===== src/rtl/core/rth_fifo.sv =====
// Small first-in first-out queue of registers with full and empty flags.
// Depends on nothing; DEPTH must be a power of two, at least two.
module rth_fifo #(
    parameter int WIDTH = 8,
    parameter int DEPTH = 4
) (
    input  logic             i_clk,
    input  logic             i_rst_n,
    input  logic             i_push,
    input  logic [WIDTH-1:0] i_data,
    output logic             o_full,
    input  logic             i_pop,
    output logic [WIDTH-1:0] o_data,
    output logic             o_empty
);

    localparam int AW = $clog2(DEPTH);

    logic [WIDTH-1:0] r_mem [DEPTH];
    logic [AW:0]      r_wr;
    logic [AW:0]      r_rd;

    assign o_empty = (r_wr == r_rd);
    assign o_full  = (r_wr[AW] != r_rd[AW]) && (r_wr[AW-1:0] == r_rd[AW-1:0]);
    assign o_data  = r_mem[r_rd[AW-1:0]];

    always_ff @(posedge i_clk) begin
        if (!i_rst_n) begin
            r_wr <= '0;
            r_rd <= '0;
        end else begin
            if (i_push && !o_full) begin
                r_wr <= r_wr + 1'b1;
            end
            if (i_pop && !o_empty) begin
                r_rd <= r_rd + 1'b1;
            end
        end
    end

    always_ff @(posedge i_clk) begin
        if (i_push && !o_full) begin
            r_mem[r_wr[AW-1:0]] <= i_data;
        end
    end

endmodule


===== config.mk =====
export PLATFORM = sky130hd
export DESIGN_NAME = rth_fifo
export DESIGN_NICKNAME = d
export VERILOG_FILES = /design/src/rtl/core/rth_fifo.sv
export SDC_FILE = /design/constraint.sdc
export NUM_CORES = 1
export LEC_CHECK = 0
export BUFFER_PORTS_ARGS = -buffer_cell sky130_fd_sc_hd__buf_2
export CORE_ASPECT_RATIO = 0.7
export CORE_MARGIN = 2
export CORE_UTILIZATION = 60
export CTS_CLUSTER_DIAMETER = 30
export CTS_CLUSTER_SIZE = 8
export DETAILED_ROUTE_END_ITERATION = 10
export MAX_ROUTING_LAYER = met4
export PLACE_DENSITY = 0.81
export SLEW_MARGIN = 20
export SYNTH_ARGS = -nofsm -noshare
export SYNTH_HDL_FRONTEND = slang
export SYNTH_SLANG_ARGS = --single-unit
export TNS_END_PERCENT = 50

===== constraint.sdc =====
create_clock -name i_clk -period 5.5 [get_ports i_clk]
set_clock_uncertainty 0.15 [all_clocks]
set_input_delay 1.375 -clock i_clk [delete_from_list [all_inputs] [get_ports i_clk]]
set_output_delay 1.375 -clock i_clk [all_outputs]
set_load 0.02 [all_outputs]

### Word level (Yosys, flattened, before mapping)

Memory sizes are Yosys's and may differ from the RTL's. A register that Yosys moved wholly into a read port is not among the register bits.
Cells that the tools add are included.

| word-level totals | value |
|---|---|
| bits in registers | 6 |
| memory bits (writable) | 32 |
| bits of input ports | 12 |
| memories kept | 1 |

Memory list:

| memory | depth | bits a word | read ports | clocked after memory_dff | wr ports | RTL line | RTL |
|---|---|---|---|---|---|---|---|
| r_mem | 4 | 8 | 1 | 1 | 1 | 19 | `logic [WIDTH-1:0] r_mem [DEPTH];` |

| cells by class | value |
|---|---|
| add/sub/neg operators | 2 |
| eq/ne operators | 3 |
| mux-type cells | 4 |
| reductions and logical operators | 5 |

Operators with widths:

| kind | number |
|---|---|
| $add 3x1->3 const B | 2 |
| $mux 2 | 2 |
| $eq 3x3->1 | 1 |
| $logic_and 1x1->1 | 3 |
| $eq 2x2->1 | 1 |
| $logic_not 1->1 | 2 |
| $mux 1 | 2 |
| $ne 1x1->1 | 1 |

### Longest topological paths before layout

| logic depth | value |
|---|---|
| depth in word-level cells | 6 |
| gate-level depth with buffers | 5 |

### Worst setup path after synthesis

OpenSTA, ideal clock, no wires.

| path | value |
|---|---|
| path type | reg-to-output |
| start point | register r_wr[1] |
| end point | output port o_full |
| arrival time | 1,185 ps |
| path slack | 2,790 ps |
| stages on the path, launching flop included | 4 |
| path buffers | 1 |
| path through | dfxtp_1 -> buf_6 -> xor2_1 -> nor3_1 |

| on the way | value |
|---|---|
| longest elaborated chain between the ends | 2 |

RTL lines:

| element | RTL line | RTL |
|---|---|---|
| from (decl) | 20 | `logic [AW:0] r_wr;` |
| from (signal assigned) | 33 | `r_wr <= r_wr + 1'b1;` |
| $eq 2x2->1 | 24 | `assign o_full = (r_wr[AW] != r_rd[AW]) && (r_wr[AW-1:0] == r_rd[AW-1:0]);` |
| $logic_and 1x1->1 | 24 |  |
| to (decl) | 11 | `output logic o_full,` |

No other way between the ends.

==> flow_summary.toml <==
[run_status]
status = "finished, final reports clean"

[synth]
ys_seq_elements = 40
synthDistinctLibCells = 28
synth_area_um2 = 1720
synth_seq_area_share_pct = 65.0
avgSynthCellArea_um2 = 15.7
ys.warnings.count = 0
syn-num-nets = 127
synth_cells = 110

[power_and_ir_drop]
power_density_nw_per_um2 = 462
pwr-share-clk_pct = 20.0
power.switching_uw = 304
p_sw_share_pct = 34.2
p_int_uw = 586
combPwrFrac_pct = 31.6
ir_drop_v = 0.000276
leakage_nw = 0.698
seqPwrFrac_pct = 48.4
power.total_uw = 890

[min_path]
holdCritPathClass = "reg2reg"

[sta]
fin_ws_ns = 2.27
max_slew.worst_pin.slew_ns = 0.793
fmax_mhz = 310
slew_viol_final = 0
finalCritPeriodShare_pct = 58.7
finalSetupViolations = 0
finalHoldViolCount = 0
fin_crit_ns = 3.23
tns_ns = 0
rsz0062_at_grt = "no"
timing.slew.headroom_pct = 47.0

[die]
dieArea_um2 = 3330
die_y_um = 48.9
initial_core_util_pct = 62.4
coreArea_um2 = 2760
row_count = 16
pin_count = 22
die_w_um = 68.1

[route]
drtPass1Iterations = 4
via_per_inst = 6.06
met2_wirelength_um = 1510
avgRoutedWirePerCell_um = 17.2
vias = 1037
met3_length_um = 146
drc_errors = 0
wl_met1_um = 1230
ant_nets = 0
finalWirelength_um = 2940
drtIter0Drc = 38
highest_layer = "met4"

[global_routing]
grt_pass1_vias = 997
grt-ovfl-total = 0
track_usage_pct = 21.1
grt_max_degree = 13
grt_pass1_wl_um = 4790
antenna_found_initial = 0

[setup_path]
path_max_fanout = 8
path_class = "reg2out"
critPathCaptureType = "primary output"
cp-start-kind = "flop"
worstPathArrival_ns = 1.70
required_ns = 3.97

[clock_tree]
clkTransAtPathRegs_ns = 0.07
cts_num_sinks = 40
cts_tree = "built"
cts_root_buffer = "clkbuf_8"
postCtsSetupRepairBufs = 0
insertion_delay_ns = 0.28
post_cts_resized = 0
numCtsBuffers = 5
cts-hold-fix-buffers = 0
cts_buffer_depth = 2
h-tree-depth = 2

[cells_and_area]
finalInstanceArea_um2 = 1930
final_layout_size_suffix_gt1_share_pct = 25.9
fillers = 176
nets = 151
areaGrowthSynthToFinish_pct = 11.8
diodes = 0
fin_cells = 171

[place]
post-place-ws_ns = 2.55
gp_congestion = 0.899
place_inst = 163
place_hpwl_um = 2110
port_buffers = 21
dpl-instance-area_um2 = 1850

[job]
drv_cap = 0
[metal layers]
layer | GRT usage, % | vias to the layer above
met2 | 32.5 | 32
met4 | 6.00 | 0
met3 | 6.00 | 8
met1 | 27.7 | 516
li1 | - | 481
met5 | - | -
[cells in the final DEF (no fill, tap or decap)]
| cell type | instances |
|---|---|
| or4_1 | 1 |
| and2_1 | 4 |
| clkinv_2 | 1 |
| edfxtp_1 | 32 |
| nand3_1 | 3 |
| a211oi_1 | 1 |
| a31oi_1 | 2 |
| clkbuf_8 | 5 |
| o211ai_1 | 2 |
| nand4_1 | 2 |
| a21oi_1 | 2 |
| a41oi_1 | 2 |
| ha_1 | 5 |
| nor2_1 | 2 |
| xor2_1 | 3 |
| nand3b_1 | 4 |
| buf_2 | 21 |
| and3_1 | 1 |
| nand2_1 | 3 |
| nor3_1 | 4 |
| o31a_1 | 1 |
| mux4_2 | 8 |
| a211o_1 | 4 |
| o21ai_0 | 4 |
| dfxtp_1 | 8 |
| clkbuf_1 | 2 |
| inv_1 | 5 |
| xnor2_1 | 3 |
[cell type report]
class | count | area [um^2] | area share (%)
inverter | 5 | 18.8 | 0.973
clock buffer | 7 | 76.3 | 3.96
multi-input combinational | 61 | 557 | 28.9
clock inverter | 1 | 5.00 | 0.260
tap | 36 | 45.0 | 2.34
sequential | 40 | 1120 | 58.1
timing repair buffer | 21 | 105 | 5.45
[Yosys cell counts (all sizes together)]
library cell   n  share of area (%)
buf            3                1.2
o31a           1               0.51
edfxtp        32                 56
nand3          3               0.87
o21ai          4                1.2
a41oi          2                1.0
ha             5                3.6
nand4          2               0.73
a31oi          2               0.73
nand2          3               0.65
nor3           4                1.2
xor2           3                1.5
and2           4                1.5
nor2           2               0.44
clkbuf         1               0.44
o211ai         2               0.87
dfxtp          8                9.3
mux4           8                 10
a211o          4                2.0
and3           1               0.36
inv            5                1.1
nand3b         4                1.7
a211oi         1               0.44
or4            1               0.44
xnor2          3                1.5
a21oi          2               0.58
[flip-flops by register name, indices dropped and copies added, names as in the netlist, named ones only]
name,cells
r_mem,32
r_rd,3
r_wr,3
[metrics by stage]
step           utilization (%)  hold WS, ns
2_1_floorplan                -        0.351
3_3_place_gp              66.8        0.379
3_5_place_dp              66.8        0.404
4_1_cts                   69.8        0.410
5_1_grt                   69.8        0.439
6_report                  69.8        0.403
[power by group through the flow]
stage	Combinational (mW)	Clock, mW	Sequential (mW)
2_1_floorplan	0.231	0	0.407
3_3_place_gp	0.274	0	0.434
3_5_place_dp	0.278	0	0.438
4_1_cts	0.280	0.181	0.431
5_1_grt	0.305	0.195	0.439
6_report	0.282	0.178	0.431
[logic make-up after synthesis]
logic type                 Yosys count  share of synthesized area [%]
AOI/OAI and AO/OA                   18                           7.33
xor gates and xnor gates             6                           3.05
adders and majority gates            5                           3.63
buffers and inverters                9                           2.68
DFF                                 40                           65.0
muxes                                8                           10.4
and+or+nand+nor                     24                           7.84
[worst max-delay path, cell delays in order (launching register included)]
cell	delay, ns
dfxtp_1	0.67
mux4_2	0.58
buf_2	0.17
[path summary, 6_finish.rpt]
path / startpoint / endpoint / slack (ns) / depth (start not counted)
worst max-delay path: flop / o_data[2] / 2.27 / 2
worst min-delay path: r_wr[2] / r_wr[2] / 0.40 / 2
worst max register to register: r_rd[0] / r_mem[3][2] / 3.27 / 3
worst min register to register: r_wr[2] / r_wr[2] / 0.40 / 2
Note: power is estimated with default switching activity, not from simulation.
